==> src/design/sktf_pkg.sv <==
// Types, codes and constants of the key-state type-ahead block.
package sktf_pkg;

  localparam int unsigned RingDepthDef = 15;

  localparam int unsigned ScanW  = 7;
  localparam int unsigned AsciiW = 8;
  localparam int unsigned ValueW = 9;
  localparam int unsigned CountW = 4;
  localparam int unsigned FlagW  = 5;
  localparam int unsigned EntryW = ScanW + AsciiW;
  localparam int unsigned InW    = 16;
  localparam int unsigned UserW  = 3;
  localparam int unsigned OutW   = 24;

  // direction flag bits
  localparam int unsigned FlagUp   = 0;
  localparam int unsigned FlagUpL  = 1;
  localparam int unsigned FlagUpR  = 2;
  localparam int unsigned FlagDown = 3;
  localparam int unsigned FlagRel  = 4;

  // scancodes
  localparam logic [ScanW-1:0] ScCtrl    = 7'h1d;
  localparam logic [ScanW-1:0] ScS       = 7'h1f;
  localparam logic [ScanW-1:0] ScHome    = 7'h47;
  localparam logic [ScanW-1:0] ScHomeAlt = 7'h58;
  localparam logic [ScanW-1:0] ScPgUp    = 7'h49;
  localparam logic [ScanW-1:0] ScUp      = 7'h48;
  localparam logic [ScanW-1:0] ScUpAlt   = 7'h29;
  localparam logic [ScanW-1:0] ScLeft    = 7'h4b;
  localparam logic [ScanW-1:0] ScLeftAlt = 7'h2b;
  localparam logic [ScanW-1:0] ScRight   = 7'h4d;
  localparam logic [ScanW-1:0] ScRghtAlt = 7'h4e;
  localparam logic [ScanW-1:0] ScDown    = 7'h50;
  localparam logic [ScanW-1:0] ScDownAlt = 7'h4a;
  localparam logic [ScanW-1:0] ScScroll  = 7'h46;
  localparam logic [ScanW-1:0] ScSysReq  = 7'h54;
  localparam logic [ScanW-1:0] ScLShift  = 7'h2a;
  localparam logic [ScanW-1:0] ScRShift  = 7'h36;
  localparam logic [ScanW-1:0] ScAlt     = 7'h38;
  localparam logic [ScanW-1:0] ScCaps    = 7'h3a;
  localparam logic [ScanW-1:0] ScNumLock = 7'h45;

  // register indexes
  localparam logic RegAlias = 1'b0;
  localparam logic RegChain = 1'b1;

  typedef enum logic [UserW-1:0] {
    OP_KEY     = 3'd0,
    OP_PEEK    = 3'd1,
    OP_POP     = 3'd2,
    OP_CLEAR   = 3'd3,
    OP_INSTALL = 3'd4
  } op_e;

  typedef enum logic {
    ST_IDLE,
    ST_EXEC
  } state_e;

  // decoder verdict for one key event
  typedef struct packed {
    logic [FlagW-1:0] flags;
    logic             ctrl;
    logic             want_queue;
    logic             toggle;
  } key_res_t;

  function automatic logic is_shift_key(logic [ScanW-1:0] sc);
    return (sc == ScCtrl) || (sc == ScLShift) || (sc == ScRShift) || (sc == ScAlt) ||
           (sc == ScCaps) || (sc == ScNumLock) || (sc == ScScroll);
  endfunction

endpackage

==> src/design/scancode_key_state_typeahead_fifo.sv <==
// Top level: keyboard key-state tracker with a type-ahead ring in a synchronous memory.
//
//  channel  | dir | handshake                    | payload (low bit first)
//  ---------+-----+------------------------------+---------------------------------------
//  s_axis   | in  | s_axis_tvalid/s_axis_tready  | tuser: operation; tdata: scan_code,
//           |     |                              |   key_down, ascii_code
//  m_axis   | out | m_axis_tvalid/m_axis_tready  | tdata: key_value .. sound_toggle
//  cfg      | in  | cfg_we_i (no ready)          | cfg_idx_i, cfg_data_i
//
// Each word is handled in turn: the accept cycle reads the ring entry at the head,
// the execute cycle decodes, writes the ring at the tail and loads the result register.
// One word is in flight at a time; a new word is taken while the previous result waits.
// If the result register is still full at execute, the block holds in execute until
// m_axis_tready frees it. Reset empties the ring (head and count) with no clearing pass;
// ring entries are only ever used after being written.
module scancode_key_state_typeahead_fifo #(
  parameter int unsigned RingDepth = sktf_pkg::RingDepthDef
) (
  input  logic                       clk_i,
  input  logic                       rst_ni,
  // slave side
  input  logic                       s_axis_tvalid,
  output logic                       s_axis_tready,
  input  logic [sktf_pkg::InW-1:0]   s_axis_tdata,  // scan_code[6:0], key_down[7], ascii_code[15:8]
  input  logic [sktf_pkg::UserW-1:0] s_axis_tuser,  // operation[2:0]
  // master side
  output logic                       m_axis_tvalid,
  input  logic                       m_axis_tready,
  output logic [sktf_pkg::OutW-1:0]  m_axis_tdata,  // key_value[8:0], key_ready[9],
                                                    // entries_queued[13:10], entry_dropped[14],
                                                    // up_held[15], up_left_held[16],
                                                    // up_right_held[17], down_held[18],
                                                    // up_released[19], sound_toggle[20], 0[23:21]
  // configuration
  input  logic                       cfg_we_i,
  input  logic                       cfg_idx_i,
  input  logic                       cfg_data_i
);
  import sktf_pkg::*;

  localparam int unsigned IdxW = (RingDepth > 1) ? $clog2(RingDepth) : 1;
  localparam int unsigned CntW = $clog2(RingDepth + 1);
  localparam int unsigned SumW = CntW + 1;

  // control
  state_e            state_q, state_d;
  logic              commit;
  logic              accept;

  // captured word
  op_e               op_q;
  logic [ScanW-1:0]  scan_q;
  logic              down_q;
  logic [AsciiW-1:0] ascii_q;

  // architectural state
  logic              alias_q;
  logic              chain_q, chain_d;
  logic [FlagW-1:0]  flags_q, flags_d;
  logic              ctrl_q, ctrl_d;
  logic [IdxW-1:0]   head_q, head_d;
  logic [CntW-1:0]   count_q, count_d;

  // ring memory
  logic [EntryW-1:0] ring_mem [RingDepth];
  logic [EntryW-1:0] rd_q;
  logic              wr_en;
  logic [IdxW-1:0]   tail;
  logic [SumW-1:0]   tail_sum;

  // result
  logic [ValueW-1:0] value;
  logic              ready_bit;
  logic              dropped;
  logic              toggle;
  logic              out_valid_q;
  logic [OutW-1:0]   out_data_q;

  key_res_t          dec;

  sktf_key_decode u_decode (
    .scan_i  (scan_q),
    .down_i  (down_q),
    .alias_i (alias_q),
    .chain_i (chain_q),
    .ctrl_i  (ctrl_q),
    .flags_i (flags_q),
    .res_o   (dec)
  );

  // FSM: next state
  always_comb begin
    state_d = state_q;
    unique case (state_q)
      ST_IDLE: if (s_axis_tvalid) state_d = ST_EXEC;
      ST_EXEC: if (!out_valid_q || m_axis_tready) state_d = ST_IDLE;
      default: state_d = ST_IDLE;
    endcase
  end

  // FSM: outputs
  always_comb begin
    s_axis_tready = 1'b0;
    commit        = 1'b0;
    unique case (state_q)
      ST_IDLE: s_axis_tready = 1'b1;
      ST_EXEC: commit = !out_valid_q || m_axis_tready;
      default: ;
    endcase
  end

  assign accept = s_axis_tvalid && s_axis_tready;

  // tail = (head + count) mod depth; sum stays below twice the depth
  always_comb begin
    tail_sum = SumW'(head_q) + SumW'(count_q);
    if (tail_sum >= SumW'(RingDepth)) tail_sum = tail_sum - SumW'(RingDepth);
    tail = IdxW'(tail_sum);
  end

  // execute: state update and result
  always_comb begin
    chain_d   = chain_q;
    flags_d   = flags_q;
    ctrl_d    = ctrl_q;
    head_d    = head_q;
    count_d   = count_q;
    wr_en     = 1'b0;
    value     = '0;
    ready_bit = 1'b0;
    dropped   = 1'b0;
    toggle    = 1'b0;
    unique case (op_q)
      OP_KEY: begin
        flags_d = dec.flags;
        ctrl_d  = dec.ctrl;
        toggle  = dec.toggle;
        if (dec.want_queue) begin
          if (count_q < CntW'(RingDepth)) begin
            wr_en   = 1'b1;
            count_d = count_q + CntW'(1);
          end else begin
            dropped = 1'b1;
          end
        end
      end
      OP_PEEK, OP_POP: begin
        if (count_q != '0) begin
          ready_bit = 1'b1;
          // extended keys report 0x100 + scancode
          value = (rd_q[AsciiW-1:0] != '0) ? {1'b0, rd_q[AsciiW-1:0]}
                                           : {2'b10, rd_q[EntryW-1:AsciiW]};
          if (op_q == OP_POP) begin
            head_d  = (head_q == IdxW'(RingDepth - 1)) ? '0 : head_q + IdxW'(1);
            count_d = count_q - CntW'(1);
          end
        end
      end
      OP_CLEAR: begin
        head_d  = '0;
        count_d = '0;
      end
      OP_INSTALL: begin
        flags_d = '0;
        chain_d = 1'b0;
        head_d  = '0;
        count_d = '0;
      end
      default: ;  // unused codes only report status
    endcase
  end

  // control and state registers
  always_ff @(posedge clk_i or negedge rst_ni) begin
    if (!rst_ni) begin
      state_q     <= ST_IDLE;
      alias_q     <= 1'b0;
      chain_q     <= 1'b0;
      flags_q     <= '0;
      ctrl_q      <= 1'b0;
      head_q      <= '0;
      count_q     <= '0;
      out_valid_q <= 1'b0;
    end else begin
      state_q <= state_d;
      if (commit) begin
        chain_q <= chain_d;
        flags_q <= flags_d;
        ctrl_q  <= ctrl_d;
        head_q  <= head_d;
        count_q <= count_d;
      end
      if (cfg_we_i) begin
        case (cfg_idx_i)
          RegAlias: alias_q <= cfg_data_i;
          RegChain: chain_q <= cfg_data_i;
          default: ;
        endcase
      end
      if (commit)             out_valid_q <= 1'b1;
      else if (m_axis_tready) out_valid_q <= 1'b0;
    end
  end

  // captured word and result payload
  always_ff @(posedge clk_i) begin
    if (accept) begin
      op_q    <= op_e'(s_axis_tuser);
      scan_q  <= s_axis_tdata[ScanW-1:0];
      down_q  <= s_axis_tdata[ScanW];
      ascii_q <= s_axis_tdata[InW-1:ScanW+1];
    end
    if (commit) begin
      out_data_q <= {3'b000, toggle, flags_d[FlagRel], flags_d[FlagDown], flags_d[FlagUpR],
                     flags_d[FlagUpL], flags_d[FlagUp], dropped, CountW'(count_d),
                     ready_bit, value};
    end
  end

  // ring memory: one write port at the tail, one registered read at the head
  always_ff @(posedge clk_i) begin
    if (commit && wr_en) ring_mem[tail] <= {scan_q, ascii_q};
    if (accept)          rd_q <= ring_mem[head_q];
  end

  assign m_axis_tvalid = out_valid_q;
  assign m_axis_tdata  = out_data_q;

endmodule

==> src/design/sktf_key_decode.sv <==
// Scancode decoder: direction flags, Ctrl tracking, sound toggle, queue request.
module sktf_key_decode (
  input  logic [sktf_pkg::ScanW-1:0] scan_i,
  input  logic                       down_i,
  input  logic                       alias_i,
  input  logic                       chain_i,
  input  logic                       ctrl_i,
  input  logic [sktf_pkg::FlagW-1:0] flags_i,
  output sktf_pkg::key_res_t         res_o
);
  import sktf_pkg::*;

  logic             handled;
  logic [FlagW-1:0] flags;
  logic             ctrl;
  logic             toggle;

  always_comb begin
    handled = 1'b1;
    flags   = flags_i;
    ctrl    = ctrl_i;
    toggle  = 1'b0;
    unique case (scan_i) inside
      ScHome, ScHomeAlt: begin
        if (scan_i == ScHome || alias_i) begin
          flags[FlagUp]  = down_i;
          flags[FlagUpL] = down_i;
          if (!down_i) flags[FlagRel] = 1'b1;
        end
      end
      ScPgUp: begin
        flags[FlagUp]  = down_i;
        flags[FlagUpR] = down_i;
        if (!down_i) flags[FlagRel] = 1'b1;
      end
      ScUp, ScUpAlt: begin
        if (scan_i == ScUp || alias_i) begin
          flags[FlagUp] = down_i;
          if (!down_i) flags[FlagRel] = 1'b1;
        end
      end
      ScLeft, ScLeftAlt: begin
        if (scan_i == ScLeft || alias_i) flags[FlagUpL] = down_i;
      end
      ScRight, ScRghtAlt: begin
        if (scan_i == ScRight || alias_i) flags[FlagUpR] = down_i;
      end
      ScDown, ScDownAlt: begin
        if (scan_i == ScDown || alias_i) flags[FlagDown] = down_i;
      end
      ScScroll, ScSysReq: begin
        handled = 1'b1;
      end
      ScS: begin
        if (ctrl_i && down_i) toggle = 1'b1;
        else handled = 1'b0;
      end
      ScCtrl: begin
        ctrl    = down_i;
        handled = 1'b0;
      end
      default: begin
        handled = 1'b0;
      end
    endcase
  end

  assign res_o.flags      = flags;
  assign res_o.ctrl       = ctrl;
  assign res_o.toggle     = toggle;
  assign res_o.want_queue = (!handled || chain_i) && down_i && !is_shift_key(scan_i);

endmodule

==> config.mk <==
export PLATFORM = sky130hd
export DESIGN_NAME = scancode_key_state_typeahead_fifo
export DESIGN_NICKNAME = d
export VERILOG_FILES = /design/src/design/sktf_pkg.sv /design/src/design/scancode_key_state_typeahead_fifo.sv /design/src/design/sktf_key_decode.sv
export SDC_FILE = /design/constraint.sdc
export NUM_CORES = 1
export LEC_CHECK = 0
export BUFFER_PORTS_ARGS = -buffer_cell sky130_fd_sc_hd__buf_4
export CAP_MARGIN = 20
export CORE_MARGIN = 2
export CORE_UTILIZATION = 58
export CTS_BUF_LIST = sky130_fd_sc_hd__clkbuf_2
export CTS_CLUSTER_SIZE = 16
export DETAILED_ROUTE_END_ITERATION = 8
export GPL_TIMING_DRIVEN = 1
export PLACE_DENSITY_LB_ADDON = 0.12
export SYNTH_ARGS = -nofsm -noshare
export SYNTH_HDL_FRONTEND = slang
export SYNTH_HIERARCHICAL = 1
export SYNTH_SLANG_ARGS = --single-unit
==> constraint.sdc <==
create_clock -name clk_i -period 3.85 [get_ports clk_i]
set_clock_uncertainty 0.2 [all_clocks]
set_input_delay 0.77 -clock clk_i [delete_from_list [all_inputs] [get_ports clk_i]]
set_output_delay 0.77 -clock clk_i [all_outputs]
set_load 0.02 [all_outputs]
==> impl_metrics.json <==
{
  "final.setup.tns_ps": 0,
  "cts_max_level": 3,
  "slowest_delay_ps": 620,
  "grt_pass1_wl_mm": 41.2,
  "port_buffers": 48,
  "clk_pin_slew_ps": 110,
  "clock_latency_ps": 870,
  "clock_path_buffers": 3,
  "final_common_cell": "edfxtp_1",
  "synthSimpleGateAreaFrac_pct": 6.29,
  "grt_max_degree": 67,
  "grt_overflow": 0,
  "synth_compound_area_share_pct": 8.42,
  "yosys.area_share.xor_xnor_pct": 0.210,
  "crit_buf_inv": 2,
  "cts_resized": 0,
  "ys_seq_area_share_pct": 70.7,
  "synth_top_family_by_area": "multiplexers",
  "arrival_ps": 3910,
  "max_freq_mhz": 277,
  "grt_usage_pct": 24.7,
  "syn_area_per_cell_um2": 16.1,
  "hold_depth": 3,
  "peakVddDrop_uv": 507,
  "pin_count": 52,
  "pwr_density_cell_mw_per_mm2": 633,
  "hold_path_end": "m_axis_tvalid",
  "tightest_slew_ps": 948,
  "finalCriticalPeriod_ps": 3600,
  "reg2reg_from": "head_q[0]",
  "grt_pass1_vias": 7504,
  "cp_slowest_cell": "fa_1",
  "synth_seq_cells": 298,
  "cap_violations": 0,
  "p_leak_nw": 5.05,
  "die_w_um": 151,
  "rows": 53,
  "synth_enable_flop_cells": 280,
  "path_max_fanout": 15,
  "status": "completed",
  "drt-vias-per-instance": 6.01,
  "synthCells": 780,
  "remaining_drc_errors": 0,
  "area_growth_pct": 13.8,
  "endpoint_kind": "flop",
  "antenna_found_initial": 1,
  "synth_area_mm2": 0.0125,
  "dp_hpwl_mm": 18.0,
  "stdcell_count": 1253,
  "final_nets": 960,
  "cp_top_family": "adder cells",
  "r2r_cells": 9,
  "min_path_type": "input port to flop",
  "hold_viol_final": 0,
  "r2r_slack_ps": 250,
  "die_height_um": 151,
  "drt_iter0_drc": 517,
  "cts-root-buf": "clkbuf_2",
  "drt.antenna.violating_nets": 0,
  "firstDrtPassIters": 5,
  "layout_common_cells": "edfxtp_1 (280), clkbuf_2 (105), buf_4 (87)",
  "yosysUniqueCellTypes": 73,
  "die_area_mm2": 0.0228,
  "r2r-end": "ring_mem[9][3]",
  "finalHoldWorstSlack_ps": 76.1,
  "clkSinkCount": 298,
  "synth_ff_type": "edfxtp_1",
  "cpMostUsedCell": "ha_1",
  "use_met2_pct": 43.3,
  "drive_gt1_share_pct": 29.4,
  "yosysWarnings": 6,
  "cp.required_ps": 4160,
  "async_flop_share_pct": 6.04,
  "cts_buffers": 74,
  "vias": 7533,
  "gp_congestion": 0.877,
  "criticalPathCategory": "flop to flop",
  "setup_viol": 0,
  "placed_cells": 1099,
  "cts_tree": "yes",
  "synth_adder_area_share_pct": 1.06,
  "use_met3_pct": 5.81,
  "top_usage_layer": "met2",
  "worst_setup_path_start_kind": "flop",
  "use_met1_pct": 30.2,
  "fillers": 1455,
  "rsz0062_at_grt": "false",
  "worstPathCellList": "ha_1, fa_1, ha_1, inv_1, or3_1, a211oi_1, o31ai_1, nor2_1, buf_4",
  "timing.slew.headroom_pct": 36.7,
  "wire_per_inst_um": 21.9,
  "hold_path.startpoint": "m_axis_tready",
  "drv_slew": 0,
  "power_mw": 9.03,
  "period_share_pct": 93.6,
  "wl_mm": 27.4,
  "initial_core_util_pct": 59.4,
  "synth.area.mux_share_pct": 11.1,
  "coreArea_mm2": 0.0211
}
## cells in the mapped netlist (all sizes together) (2+ instances only)
cell | number | area (um2)
a2111oi | 2 | 18.8
nand2b | 15 | 93.8
dfrtp | 18 | 450
mux4 | 30 | 676
nor2 | 46 | 173
nor4 | 5 | 37.5
a21o | 3 | 22.5
buf | 21 | 133
a22o | 9 | 78.8
a211o | 4 | 43.8
nand4 | 4 | 25.0
nand3 | 7 | 35.0
o221a | 2 | 22.5
or2 | 2 | 15.0
o21bai | 2 | 15.0
o21ai | 45 | 225
inv | 14 | 52.6
and3 | 3 | 23.8
nor2b | 8 | 50.1
xnor2 | 2 | 17.5
and2 | 2 | 12.5
mux2 | 46 | 522
edfxtp | 280 | 8410
nand3b | 2 | 15.0
or3 | 2 | 12.5
o22ai | 18 | 113
o41ai | 2 | 36.3
o32ai | 2 | 25.0
a31o | 2 | 17.5
clkbuf | 24 | 92.6
mux2i | 19 | 190
a22oi | 15 | 113
a21oi | 26 | 141
nand2 | 40 | 150
a31oi | 3 | 18.8
o211ai | 2 | 15.0
a211oi | 5 | 37.5
ha | 9 | 113
nor3b | 2 | 20.0
o31ai | 4 | 35.0
nor3 | 18 | 90.1
and2b | 2 | 15.0
## kinds of logic (layout without fill, tap and decap cells)
group | Yosys count | after routing
compound gates | 154 | 154
xor+xnor | 3 | 3
fa+ha+maj | 10 | 10
buf+inv | 59 | 254
flops | 298 | 298
mux | 95 | 95
other cells | 1 | 4
simple gates | 160 | 160
## repair_timing
item	in CTS	in global routing
hold buffers	24	0
hold endpoints to repair	40	0
setup buffers	0	0
## layer usage
metal	vias up	routed length [um]
li1	3404	-
met1	3734	10600
met2	344	14300
met3	51	1980
met4	0	578
met5	-	0
## where the power goes
group          switching, mW  total [mW]  internal [mW]
clock                   1.23        2.11          0.879
sequential             0.240        4.21           3.97
combinational           1.64        2.72           1.08
total                   3.11        9.03           5.93
## final cells by class
type	count	area, um2	area share [%]
repair buffers	111	893	6.27
well taps	275	344	2.41
flip-flops and latches	298	8860	62.2
diodes	1	2.50	0.0175
inverters	14	52.6	0.369
clock buffers	105	526	3.69
clock inverters	24	169	1.18
multi-input cells	425	3410	23.9
## state kept, by name, summed over array words and instances (netlist names)
register       count
ring_mem         225
alias_q            1
count_q            4
m_axis_tvalid      1
down_q             1
ascii_q            8
chain_q            1
m_axis_tdata      21
flags_q            5
scan_q             7
state_q            1
ctrl_q             1
head_q             4
rd_q              15
op_q               3
## worst reg2reg max path: cells and delay by family (launching register included)
family / cells / cell delay (ps)
AOI/OAI and AO/OA: 2 / 500
DFF: 1 / 490
adders and majority gates: 3 / 1170
and+or+nand+nor: 2 / 570
buffers and inverters: 2 / 370
## worst max-delay path by stage
stage	from	to	slack, ps	cells past startpoint
2_1_floorplan	scan_q[4]	ring_mem[12][0]	150	11
3_5_place_dp	head_q[0]	ring_mem[2][4]	320	8
4_1_cts	head_q[0]	ring_mem[9][3]	270	9
3_3_place_gp	head_q[0]	ring_mem[9][5]	380	9
6_report	head_q[0]	ring_mem[9][3]	250	9
5_1_grt	head_q[0]	ring_mem[9][12]	90	9
## through the flow
step	worst slack, ps	area (um2)	utilization (%)
after CTS	266	14300	67.6
after detailed placement	321	13300	63.2
after floorplan	145	12500	-
final	246	14300	67.6
after global placement	381	13300	63.2
after global routing	90.8	14300	67.6
No activity file was read; power rests on OpenSTA's default activity.
